[src/rtl/olpd_pkg.sv]
// Shared types, constants and helpers for the opcode/length packet deframer.
package olpd_pkg;

    localparam int unsigned QUEUE_DEPTH_DEFAULT = 4;

    localparam logic [15:0] MAX_PAYLOAD_RESET = 16'd2048;
    localparam logic        HS_ENABLE_RESET   = 1'b1;

    localparam logic CFG_MAX_PAYLOAD = 1'b0;
    localparam logic CFG_HS_ENABLE   = 1'b1;

    localparam logic [1:0] KIND_PAYLOAD   = 2'd0;
    localparam logic [1:0] KIND_EMPTY     = 2'd1;
    localparam logic [1:0] KIND_BAD_OP    = 2'd2;
    localparam logic [1:0] KIND_TOO_LARGE = 2'd3;

    localparam logic [6:0] OP_HS_START = 7'h01;
    localparam logic [6:0] OP_HS_BODY  = 7'h50;
    localparam logic [7:0] HS_LEN_HI   = 8'hFF;
    localparam logic [7:0] HS_LEN_LO   = 8'h50;
    localparam logic [15:0] HS_REST    = 16'd46;

    typedef struct packed {
        logic [1:0] kind;
        logic [6:0] opcode;
        logic [7:0] data;
        logic       first;
        logic       last;
        logic       dual;   // second handshake byte follows this result
    } cmd_t;

    function automatic logic [6:0] fixed_body_size(input logic [6:0] op);
        case (op)
            7'h50:   fixed_body_size = 7'd48;
            7'h51:   fixed_body_size = 7'd32;
            7'h09:   fixed_body_size = 7'd4;
            7'h53:   fixed_body_size = 7'd72;
            7'h54:   fixed_body_size = 7'd20;
            default: fixed_body_size = 7'd0;
        endcase
    endfunction

endpackage

[src/rtl/olpd_front.sv]
// Front end: byte classification, framing state and configuration registers.
module olpd_front (
    input  logic           clk,
    input  logic           rst_n,
    input  logic           push,
    input  logic [7:0]     rx_byte,
    input  logic           q_full,
    input  logic           cfg_write,
    input  logic           cfg_index,
    input  logic [15:0]    cfg_data,
    output logic           q_push,
    output olpd_pkg::cmd_t q_cmd
);
    import olpd_pkg::*;

    localparam logic [2:0] PH_IDLE       = 3'd0;
    localparam logic [2:0] PH_LEN_HI     = 3'd1;
    localparam logic [2:0] PH_LEN_LO     = 3'd2;
    localparam logic [2:0] PH_BODY_FIRST = 3'd3;
    localparam logic [2:0] PH_BODY_REST  = 3'd4;

    logic [15:0] max_payload_reg;
    logic        hs_enable_reg;
    logic [2:0]  phase_reg, phase_next;
    logic [6:0]  opcode_reg, opcode_next;
    logic [7:0]  held_reg, held_next;
    logic [15:0] remaining_reg, remaining_next;
    logic        closed_reg, closed_next;
    logic        accept;

    assign accept = push && !q_full;

    always_comb
    begin
        logic [15:0] len;
        logic [15:0] rem_eff;
        logic [15:0] rem_dec;
        logic [6:0]  size;
        len            = {held_reg, rx_byte};
        rem_eff        = (remaining_reg == 16'd0) ? 16'd1 : remaining_reg;
        rem_dec        = rem_eff - 16'd1;
        size           = fixed_body_size(rx_byte[6:0]);
        phase_next     = phase_reg;
        opcode_next    = opcode_reg;
        held_next      = held_reg;
        remaining_next = remaining_reg;
        closed_next    = closed_reg;
        q_push         = 1'b0;
        q_cmd          = '0;
        if (accept && !closed_reg)
        begin
            case (phase_reg)
                PH_IDLE:
                begin
                    if (rx_byte == 8'd0 || rx_byte[7])
                    begin
                        q_push      = 1'b1;
                        q_cmd.kind  = KIND_BAD_OP;
                        q_cmd.last  = 1'b1;
                        closed_next = 1'b1;
                    end
                    else
                    begin
                        opcode_next = rx_byte[6:0];
                        if (size != 7'd0)
                        begin
                            remaining_next = {9'd0, size};
                            phase_next     = PH_BODY_FIRST;
                        end
                        else
                        begin
                            phase_next = PH_LEN_HI;
                        end
                    end
                end
                PH_LEN_HI:
                begin
                    held_next  = rx_byte;
                    phase_next = PH_LEN_LO;
                end
                PH_LEN_LO:
                begin
                    if (hs_enable_reg && opcode_reg == OP_HS_START
                        && held_reg == HS_LEN_HI && rx_byte == HS_LEN_LO)
                    begin
                        opcode_next    = OP_HS_BODY;
                        q_push         = 1'b1;
                        q_cmd.kind     = KIND_PAYLOAD;
                        q_cmd.opcode   = OP_HS_BODY;
                        q_cmd.data     = HS_LEN_HI;
                        q_cmd.first    = 1'b1;
                        q_cmd.dual     = 1'b1;
                        remaining_next = HS_REST;
                        phase_next     = PH_BODY_REST;
                    end
                    else if (len == 16'd0)
                    begin
                        q_push       = 1'b1;
                        q_cmd.kind   = KIND_EMPTY;
                        q_cmd.opcode = opcode_reg;
                        q_cmd.first  = 1'b1;
                        q_cmd.last   = 1'b1;
                        phase_next   = PH_IDLE;
                    end
                    else if (len > max_payload_reg)
                    begin
                        q_push       = 1'b1;
                        q_cmd.kind   = KIND_TOO_LARGE;
                        q_cmd.opcode = opcode_reg;
                        q_cmd.last   = 1'b1;
                        closed_next  = 1'b1;
                    end
                    else
                    begin
                        remaining_next = len;
                        phase_next     = PH_BODY_FIRST;
                    end
                end
                PH_BODY_FIRST, PH_BODY_REST:
                begin
                    remaining_next = rem_dec;
                    q_push         = 1'b1;
                    q_cmd.kind     = KIND_PAYLOAD;
                    q_cmd.opcode   = opcode_reg;
                    q_cmd.data     = rx_byte;
                    q_cmd.first    = (phase_reg == PH_BODY_FIRST);
                    q_cmd.last     = (rem_dec == 16'd0);
                    phase_next     = (rem_dec == 16'd0) ? PH_IDLE : PH_BODY_REST;
                end
                default:
                begin
                    phase_next = PH_IDLE;
                end
            endcase
        end
    end

    always_ff @(posedge clk or negedge rst_n)
    begin
        if (!rst_n)
        begin
            max_payload_reg <= MAX_PAYLOAD_RESET;
            hs_enable_reg   <= HS_ENABLE_RESET;
            phase_reg       <= PH_IDLE;
            opcode_reg      <= '0;
            held_reg        <= '0;
            remaining_reg   <= '0;
            closed_reg      <= 1'b0;
        end
        else
        begin
            if (cfg_write && cfg_index == CFG_MAX_PAYLOAD)
                max_payload_reg <= cfg_data;
            if (cfg_write && cfg_index == CFG_HS_ENABLE)
                hs_enable_reg <= cfg_data[0];
            phase_reg     <= phase_next;
            opcode_reg    <= opcode_next;
            held_reg      <= held_next;
            remaining_reg <= remaining_next;
            closed_reg    <= closed_next;
        end
    end

endmodule

[src/rtl/olpd_queue.sv]
// Short command queue between the front end and the result stage.
module olpd_queue #(
    parameter int unsigned DEPTH = olpd_pkg::QUEUE_DEPTH_DEFAULT
) (
    input  logic           clk,
    input  logic           rst_n,
    input  logic           wr_en,
    input  olpd_pkg::cmd_t wr_cmd,
    input  logic           rd_en,
    output olpd_pkg::cmd_t rd_cmd,
    output logic           not_empty,
    output logic           is_full
);
    import olpd_pkg::*;

    localparam int unsigned PTR_W = (DEPTH > 1) ? $clog2(DEPTH) : 1;
    localparam int unsigned CNT_W = $clog2(DEPTH + 1);
    localparam logic [PTR_W-1:0] LAST_PTR = PTR_W'(DEPTH - 1);
    localparam logic [CNT_W-1:0] FULL_CNT = CNT_W'(DEPTH);

    cmd_t             mem_reg [DEPTH];
    logic [PTR_W-1:0] wr_ptr_reg, rd_ptr_reg;
    logic [CNT_W-1:0] count_reg, count_next;
    logic             do_wr, do_rd;

    assign not_empty = (count_reg != '0);
    assign is_full   = (count_reg == FULL_CNT);
    assign rd_cmd    = mem_reg[rd_ptr_reg];
    assign do_wr     = wr_en && !is_full;
    assign do_rd     = rd_en && not_empty;

    always_comb
    begin
        count_next = count_reg;
        if (do_wr && !do_rd)
            count_next = count_reg + 1'b1;
        else if (do_rd && !do_wr)
            count_next = count_reg - 1'b1;
    end

    always_ff @(posedge clk)
    begin
        if (do_wr)
            mem_reg[wr_ptr_reg] <= wr_cmd;
    end

    always_ff @(posedge clk or negedge rst_n)
    begin
        if (!rst_n)
        begin
            wr_ptr_reg <= '0;
            rd_ptr_reg <= '0;
            count_reg  <= '0;
        end
        else
        begin
            if (do_wr)
                wr_ptr_reg <= (wr_ptr_reg == LAST_PTR) ? '0 : wr_ptr_reg + 1'b1;
            if (do_rd)
                rd_ptr_reg <= (rd_ptr_reg == LAST_PTR) ? '0 : rd_ptr_reg + 1'b1;
            count_reg <= count_next;
        end
    end

endmodule

[src/rtl/olpd_back.sv]
// Result stage: output register, splits handshake commands into two transfers.
module olpd_back (
    input  logic           clk,
    input  logic           rst_n,
    input  olpd_pkg::cmd_t q_cmd,
    input  logic           q_valid,
    output logic           q_pop,
    input  logic           pop,
    output logic           empty,
    output logic [1:0]     kind,
    output logic [6:0]     packet_opcode,
    output logic [7:0]     data_byte,
    output logic           first_flag,
    output logic           last_flag
);
    import olpd_pkg::*;

    cmd_t out_reg;
    logic valid_reg;
    logic taken;

    assign taken = pop && valid_reg;
    assign q_pop = q_valid && (!valid_reg || (taken && !out_reg.dual));

    assign empty         = !valid_reg;
    assign kind          = out_reg.kind;
    assign packet_opcode = out_reg.opcode;
    assign data_byte     = out_reg.data;
    assign first_flag    = out_reg.first;
    assign last_flag     = out_reg.last;

    always_ff @(posedge clk)
    begin
        if (taken && out_reg.dual)
        begin
            out_reg.data  <= HS_LEN_LO;
            out_reg.first <= 1'b0;
            out_reg.dual  <= 1'b0;
        end
        else if (q_pop)
        begin
            out_reg <= q_cmd;
        end
    end

    always_ff @(posedge clk or negedge rst_n)
    begin
        if (!rst_n)
            valid_reg <= 1'b0;
        else if (q_pop)
            valid_reg <= 1'b1;
        else if (taken && !out_reg.dual)
            valid_reg <= 1'b0;
    end

endmodule

[src/rtl/opcode_length_packet_deframer_top.sv]
// Results pass through the command queue, then the output register.
// One byte per cycle while not full; the handshake length byte yields two transfers.
// Input stalls (full) only when the command queue is full; its depth is QUEUE_DEPTH.
// Reset (rst_n low, async): idle framing state, stream open, queue and output empty,
// max_payload 2048, handshake detection enabled.
module opcode_length_packet_deframer_top #(
    parameter int unsigned QUEUE_DEPTH = olpd_pkg::QUEUE_DEPTH_DEFAULT
) (
    input  logic        clk,
    input  logic        rst_n,
    input  logic        push,
    output logic        full,
    input  logic [7:0]  rx_byte,
    output logic        empty,
    input  logic        pop,
    output logic [1:0]  kind,
    output logic [6:0]  packet_opcode,
    output logic [7:0]  data_byte,
    output logic        first_flag,
    output logic        last_flag,
    input  logic        cfg_write,
    input  logic        cfg_index,
    input  logic [15:0] cfg_data
);
    import olpd_pkg::*;

    cmd_t wr_cmd;
    cmd_t head_cmd;
    logic wr_en;
    logic head_valid;
    logic head_pop;

    olpd_front u_front (
        .clk       (clk),
        .rst_n     (rst_n),
        .push      (push),
        .rx_byte   (rx_byte),
        .q_full    (full),
        .cfg_write (cfg_write),
        .cfg_index (cfg_index),
        .cfg_data  (cfg_data),
        .q_push    (wr_en),
        .q_cmd     (wr_cmd)
    );

    olpd_queue #(
        .DEPTH (QUEUE_DEPTH)
    ) u_queue (
        .clk       (clk),
        .rst_n     (rst_n),
        .wr_en     (wr_en),
        .wr_cmd    (wr_cmd),
        .rd_en     (head_pop),
        .rd_cmd    (head_cmd),
        .not_empty (head_valid),
        .is_full   (full)
    );

    olpd_back u_back (
        .clk           (clk),
        .rst_n         (rst_n),
        .q_cmd         (head_cmd),
        .q_valid       (head_valid),
        .q_pop         (head_pop),
        .pop           (pop),
        .empty         (empty),
        .kind          (kind),
        .packet_opcode (packet_opcode),
        .data_byte     (data_byte),
        .first_flag    (first_flag),
        .last_flag     (last_flag)
    );

endmodule

[config.mk]
export PLATFORM = sky130hd
export DESIGN_NAME = opcode_length_packet_deframer_top
export DESIGN_NICKNAME = d
export VERILOG_FILES = /design/src/rtl/olpd_pkg.sv /design/src/rtl/olpd_front.sv /design/src/rtl/olpd_queue.sv /design/src/rtl/olpd_back.sv /design/src/rtl/opcode_length_packet_deframer_top.sv
export SDC_FILE = /design/constraint.sdc
export NUM_CORES = 1
export LEC_CHECK = 0
export BUFFER_PORTS_ARGS = -buffer_cell sky130_fd_sc_hd__buf_4
export CAP_MARGIN = 20
export CORE_ASPECT_RATIO = 0.5
export CORE_MARGIN = 4
export CORE_UTILIZATION = 43
export DETAILED_ROUTE_END_ITERATION = 10
export SKIP_CTS_REPAIR_TIMING = 1
export SYNTH_ARGS = -nofsm -noshare
export SYNTH_HDL_FRONTEND = slang
export SYNTH_SLANG_ARGS = --single-unit
[constraint.sdc]
create_clock -name clk -period 6.2 [get_ports clk]
set_input_delay 1.24 -clock clk [delete_from_list [all_inputs] [get_ports clk]]
set_output_delay 1.24 -clock clk [all_outputs]
set_load 0.02 [all_outputs]
==> summary by stage, run 1 <==
GRT
Summed over all layers, the global routing overflow is 0. The global-route wire length before repair is between 20,000 and 30,000 µm. The number of global-route vias before repair was around 5,100. The initial antenna violation count is 0. Across every metal layer, demand over resource in global routing totals ~17%. Entering global routing, the biggest net connects 61 pins.

Clock tree
The CTS buffer count is 17. TritonCTS built the clock tree. The number of clock sinks is 160. The worst-skew pair later-pin latency is 0.42 ns.

The clock tree root buffer cell is clkbuf_16. The longest clock path from root to sink contains 2 buffers. The clock edge transition at the registers on the reported setup and hold paths is 0.07 ns. CTS built an H-tree with a depth of 4.

Synthesis
During synthesis, Yosys emitted a total of 0 warnings. The combined area of all synthesized cells is ~7700 µm². The total nets after synthesis is slightly below 700. A synthesized cell averages 12.3 µm².

Yosys mapped a number of flops with a built-in enable equal to 90. Counting distinct cell types in the post-synthesis netlist gives 73. The leading register cell type out of synthesis is edfxtp_1. The sequential element share of the synthesized area is 57.6%.

Counting flops with an async set or reset pin after synthesis yields a share of a little under two fifths. The number of instances in the synthesized netlist is 623. Counting flops and latches in the post-synthesis netlist gives 160.

Die
The die covers 20,100 µm². The die height is 102 µm. The region available for standard cell placement spans 17,400 µm². Measured along the x axis, the die boundary spans 197 µm.

The floorplan has 34 rows. The initial core utilization is 44.0%. The count of pins on the block boundary is 51.

Setup path
STA puts the critical path data arrival time at roughly 4.4 ns. The type of origin of the critical path is an input pin. Following the worst setup path forward leads to its endpoint at u_queue.count_reg[1]. The category of the most critical setup path is input pin to flop. The slack of the worst reg-to-reg path is 2.38 ns. The start of the worst register-to-register path is u_front.remaining_reg[12]. Tracing the worst setup path back leads to its startpoint at rx_byte[7]. The worst register-to-register path has a depth of 11. STA puts the critical path data required time at 6.50 ns. Along the worst path, the maximum fanout reaches 7. STA classifies the critical path endpoint as a flop. The endpoint of the most critical register-to-register path is u_queue.mem_reg[1][1].

Layout
The number of cells in the finished layout apart from fillers is between 900 and 1,000. The number of antenna diodes in the final layout is 0. The signed area change from the synthesized netlist to the final layout is 14.5%. Cells fill 50.4% of the core in the end.

After the last flow step, the layout net total stands at between 700 and 800. The fraction of layout cells with a size suffix above 1 is 22.5%. The number of flip-flops under the largest register name is 80.

STA
Setup repair after global routing left no endpoint under its margin. The setup TNS is 0 ns. The worst slew margin relative to its limit is 35.3%.

For the final database, setup skew stands at 0.0137 ns. The number of slew-limit violations in the final report is 0. The hold violation count in the final report came to 0. The worst path needs between 4 and 5 ns of the cycle, external delays included. The maximum clock frequency is 243 MHz. Setup violations remaining at the end of the flow were counted as 0. For the pin with the worst max-slew slack, the measured transition is between 0.9 and 1 ns. After layout, the worst path uses 66.3% of the clock period.

Status
The flow ran to the end, and the final reports show no timing, DRC or antenna violations.

Pwr
In this run switching power makes up 36.5% of total power. The leakage power of the design is about 3.5 nW. The power spent charging and discharging nets is 1.48 mW. The worst-case IR drop observed on VDD is roughly 0.22 mV. The sequential cell fraction of total power is about two fifths. In this run the power density over the cells is 463 nW/µm².

Of the total power, combinational logic draws 32.4%. The internal power consumption is about 2.6 mW. The share of total power in the clock network is 26.7%.

Min path
The worst min-delay path category is flop to flop.

Detailed routing
The routed via count divided by cell count is 5.60. The count of nets left with antenna violations once routing finished came out at 0. Before antenna repair, the detailed router went through 5 iterations. For this block, the initial DRC count from the detailed router was 413. The DRC violation count after routing is 0. Summed over all layers, the routed wires come to 17,000 µm. The detailed-route wire length per cell is 18.8 µm. The detailed router placed 5,066 vias in this run.

Place
The wire-length estimate of the detail-placed layout is 11,400 µm. The final weighted congestion in routability-driven placement is between 0.9 and 1. The count of buffers from port buffering is 50. The cell count after placement is 872.

Job
The max-capacitance violation count is 0.
## cell type report
type / count / area (µm²)
tap: 234 / 293
clock buffer: 17 / 425
inverter: 36 / 135
multi-input combinational: 383 / 2870
sequential: 160 / 4410
fill: 1504 / 8640
clock inverter: 15 / 189
timing repair buffer: 59 / 443
## critical path, cell delays in order
cell	delay (ns)
buf_4	0.15
ha_1	0.35
a21oi_1	0.19
a311oi_1	0.14
a211o_1	0.31
o31a_1	0.35
and3_1	0.23
nor3_2	0.39
inv_1	0.09
ha_1	0.21
inv_1	0.07
fa_1	0.41
mux2_2	0.27
## worst min-delay path by stage
stage                   startpoint             endpoint  cells after the start
2_1_floorplan  u_back.data_byte[0]  u_back.data_byte[0]                      2
3_3_place_gp   u_back.data_byte[5]  u_back.data_byte[5]                      2
3_5_place_dp   u_back.data_byte[0]  u_back.data_byte[0]                      2
4_1_cts        u_back.data_byte[0]  u_back.data_byte[0]                      2
5_1_grt        u_back.data_byte[7]  u_back.data_byte[7]                      2
6_report       u_back.data_byte[2]  u_back.data_byte[2]                      2
## layout by cell type, fill, tap and decap left out, types with 4 or more instances in the layout
cell,instances
mux2_2,17
a22o_1,5
or3_1,4
and2_1,7
dfrtp_1,58
mux4_2,20
edfxtp_1,90
nor4_1,7
inv_1,36
nand3_1,14
nor2_1,28
dfxtp_1,10
nor4_2,4
a21oi_1,28
ha_1,24
o31ai_1,8
xor2_1,5
nand2_1,63
inv_8,4
a21o_1,13
nor3_1,14
a31oi_1,4
o21ai_0,36
clkbuf_16,17
nand4_1,9
buf_4,59
inv_6,5
## stage by stage
stage	total power [mW]	worst slack, ns	area, µm²	hold WS (ns)
after CTS	4.08	2.13	8760	0.459
after floorplan	2.62	2.26	7650	0.437
after detailed placement	2.99	1.71	8150	0.450
final	4.05	2.09	8760	0.456
after global routing	4.31	2.03	8760	0.477
after global placement	2.97	1.85	8150	0.447
## logic make-up (layout without fill, tap and decap cells)
logic type | Yosys count | after routing | share of synthesized area [%]
DFF | 160 | 160 | 57.6
adders and majority gates | 25 | 25 | 4.18
muxes | 37 | 37 | 8.39
buffers and inverters | 80 | 127 | 5.03
and+or+nand+nor | 181 | 181 | 12.5
AOI/OAI and AO/OA | 133 | 133 | 11.5
xor gates and xnor gates | 7 | 7 | 0.801
## synthesized netlist by cell type (3+ instances only)
library cell	n	area (µm²)
dfrtp_1	58	1450
nor2b_1	4	25.0
o21ai_0	36	180
and2_1	7	43.8
nor3_1	14	70.1
ha_1	24	300
dfxtp_1	10	200
buf_2	5	25.0
mux2_2	17	191
nand4_1	9	56.3
a21oi_1	28	140
o31a_1	3	26.3
and3_1	3	18.8
a211oi_1	3	22.5
nor4_1	7	43.8
edfxtp_1	90	2700
xor2_1	5	43.8
a22o_1	5	43.8
clkbuf_1	17	63.8
or2_2	3	18.8
mux4_2	20	450
nand2_1	63	236
o31ai_1	9	67.6
or3_1	4	25.0
buf_1	3	11.3
a21o_1	13	97.6
o211ai_1	3	22.5
nand3_1	14	70.1
buf_4	17	128
inv_1	36	135
nor3b_1	3	22.5
nor4_2	4	50.1
a31oi_1	4	25.0
nor2_1	28	105
## metal layers
metal / vias up / GRT usage, % / wire length [µm]
met4: 0 / 3.25 / 130
met3: 10 / 4.28 / 826
met5: - / 0 / 0
li1: 2375 / - / -
met1: 2549 / 24.4 / 8050
met2: 132 / 28.5 / 7960
## power groups by stage
stage | sequential, mW | combinational (mW) | clock [mW]
finish | 1.66 | 1.31 | 1.08
floorplan | 1.56 | 1.06 | 0
detailed placement | 1.68 | 1.31 | 0
global route | 1.69 | 1.46 | 1.16
CTS | 1.66 | 1.32 | 1.10
global placement | 1.67 | 1.30 | 0
Power figures use the tool's default switching activity.
==> run 2: changes to the inputs <==
==> constraint.sdc (replaced) <==
create_clock -name clk -period 4.2 [get_ports clk]
set_input_delay 0.84 -clock clk [delete_from_list [all_inputs] [get_ports clk]]
set_output_delay 0.84 -clock clk [all_outputs]
set_load 0.02 [all_outputs]
==> run 2 against run 1 <==
Net effect: wire length increased by 0.21%; highest routed layer unchanged; register-to-register slack worse by 1.8 ns; sequential power grew 48%; total power is 46% higher; critical path type is now flop to flop; die area unchanged.
==> summary by stage, run 2 (synthesized netlist as in run 1, its figures left out) <==
GRT
The initial antenna violation count is 0. Entering global routing, the biggest net connects 61 pins. The residual overflow from global routing is 0. The number of global-route vias before repair is 5,012. Global routing consumed, over all layers together, 17.5% of the routing resources.

The global-route wire length before repair is 27,500 µm.

STA
Setup violations remaining at the end of the flow were counted as 0. For the finished layout, the period the worst path requires is 3.60 ns. Clock skew on the completed layout was measured at 0.0165 ns. The transition time at the pin with the least slew margin is 0.990 ns. The maximum clock frequency is 278 MHz.

The worst pin sits at a relative slew slack of 33.7%. Setup repair after global routing left no endpoint under its margin. Of the available clock period, the critical path in the final layout requires a little under nine tenths. The number of slew-limit violations in the final report came to 0.

The least setup slack across all paths after layout is 0.598 ns. The setup TNS is 0 ns. The hold violation count in the final report is 0.

Across all hold checks on the routed design, the worst slack comes to 0.456 ns.

Detailed routing
In the routed design, unresolved DRC markers number 0. The iteration count of the initial detailed-routing pass is 5. The remaining number of nets flagged by the antenna check after routing is 0. The post-detailed-routing wire length is roughly 17,000 µm.

In the final routed layout, each cell accounts on average for around 19 µm. The total number of vias is 5,015. Using the TritonRoute via totals, the vias-per-cell ratio works out to 5.51. The detailed router finished its first iteration with 431 violations.

Job
Across the run, the number of max-cap violations was 0.

Layout
After routing the design area is 8790 µm². The final antenna diode count is 0. The final layout contains 718 nets.

The fraction of layout cells with a size suffix above 1 is 23.4%. The final standard cell utilization of the core is about half. The most common cell after layout, fill and taps aside is edfxtp_1. The finished layout holds slightly above 900 standard cells, fillers aside. The number of flip-flops under the largest register name is 80.

The signed area change from the synthesized netlist to the final layout is 14.8%. In the layout the commonest cells are edfxtp_1 (90), buf_4 (64), nand2_1 (63).

Status
The flow ran to the end, and the final reports show no timing, DRC or antenna violations.

Pwr
The internal power consumption is 3.71 mW. The leakage power of the design is 3.49 nW. The total power density per cell area is about 670 nW/µm². The worst voltage drop across the vdd grid is 0.342 mV.

The clock network accounts for 25.6% of the total power. For this design the total switching power over the nets is 2.21 mW. The share of total power in combinational logic is 32.9%.

The overall power after layout is 5.92 mW. Registers are responsible for 41.5% of the overall power. The switching fraction of total power is 37.3%.

Setup path
Data on the critical path arrives at its endpoint at 3.88 ns. The highest fanout seen on the critical path is 8. The capturing element type of the critical path is a flop. The category of the most critical setup path is flop to flop. The worst setup path is launched from a flop. The worst endpoint required time is between 4 and 5 ns.

Die
Once the floorplan was initialized, standard cells occupied between 40% and 50% of the core. In this run the horizontal extent of the chip is 197 µm. The floorplan step defined a die boundary enclosing 20,100 µm². The placeable core region is 17,400 µm². The number of core rows is 34.

The die height is 102 µm. The count of pins on the block boundary is 51.

Clock tree
The H-tree was split into 4 levels. In this run the clock root is driven by a clkbuf_16. The clock tree buffer depth is 2. Clock-pin slew was measured on the worst setup and hold paths at 0.07 ns. The TritonCTS clock tree is done. The worst-skew pair later-pin latency is roughly 0.42 ns. The number of clock sinks is between 150 and 200.

Clock tree synthesis inserted a total of 17 buffers.

Place
The placement-stage cell area is 8210 µm². The count of buffers from port buffering is 50. The cell count after placement is 878.

OpenSTA, run right after detailed placement, puts the worst setup slack at 0.384 ns. Once detailed placement completed, the half-perimeter wirelength came to between 10,000 and 15,000 µm. At the end of routability-driven placement, the weighted congestion stood at 0.876.

Min path
The min-delay analysis places its worst path in the category flop to flop.
## run 2: cell types whose count changed in the layout (fill, tap and decap cells not counted)
cell,change
buf_12,+1
buf_4,+5
inv_8,+1
clkinv_8,+1
clkinvlp_4,+1
clkinv_1,-1
inv_6,-2
clkinv_4,+2
bufinv_16,-2
## run 2: path summary, 6_finish.rpt
check	startpoint	end	slack, ns	cells after the start
setup / recovery	u_front.remaining_reg[12]	u_queue.mem_reg[2][1]	0.60	13
hold / removal	u_back.data_byte[3]	u_back.data_byte[3]	0.46	2
setup reg to reg	u_front.remaining_reg[12]	u_queue.mem_reg[2][1]	0.60	13
hold reg to reg	u_back.data_byte[3]	u_back.data_byte[3]	0.46	2
max in group asynchronous	rst_n	u_front.held_reg[2]	3.15	1
min in group asynchronous	rst_n	u_front.max_payload_reg[4]	0.51	1
## run 2: layout make-up
cell class | count | area [µm²]
inverters | 36 | 135
flip-flops and latches | 160 | 4410
well taps | 234 | 293
fillers | 1510 | 8610
clock buffers | 17 | 425
multi-input cells | 383 | 2870
repair buffers | 65 | 500
clock inverters | 15 | 160
## run 2: worst max-delay path, cell delays in order, from the launching register on
cell	delay (ns)
dfrtp_1	0.49
nor4_1	0.09
buf_4	0.16
a41oi_1	0.22
ha_1	0.23
nor3b_1	0.67
buf_4	0.27
nand2_1	0.06
o21ai_0	0.16
a21oi_1	0.10
nor4_2	0.47
nand2_1	0.10
a311oi_1	0.29
buf_4	0.17
## run 2: power groups by stage
stage               logic, mW  registers [mW]  clock network [mW]
finish                   1.95            2.46                1.52
global route             2.16            2.51                1.62
CTS                      1.96            2.46                1.55
detailed placement       1.95            2.49                   0
global placement         1.92            2.48                   0
floorplan                1.57            2.30                   0
## run 2: metal layers
metal / GRT usage [%] / vias up / routed length, µm
li1: - / 2397 / -
met1: 25.0 / 2480 / 8230
met2: 27.8 / 126 / 7900
met3: 3.46 / 12 / 719
met4: 4.63 / 0 / 165
met5: 0 / - / 0
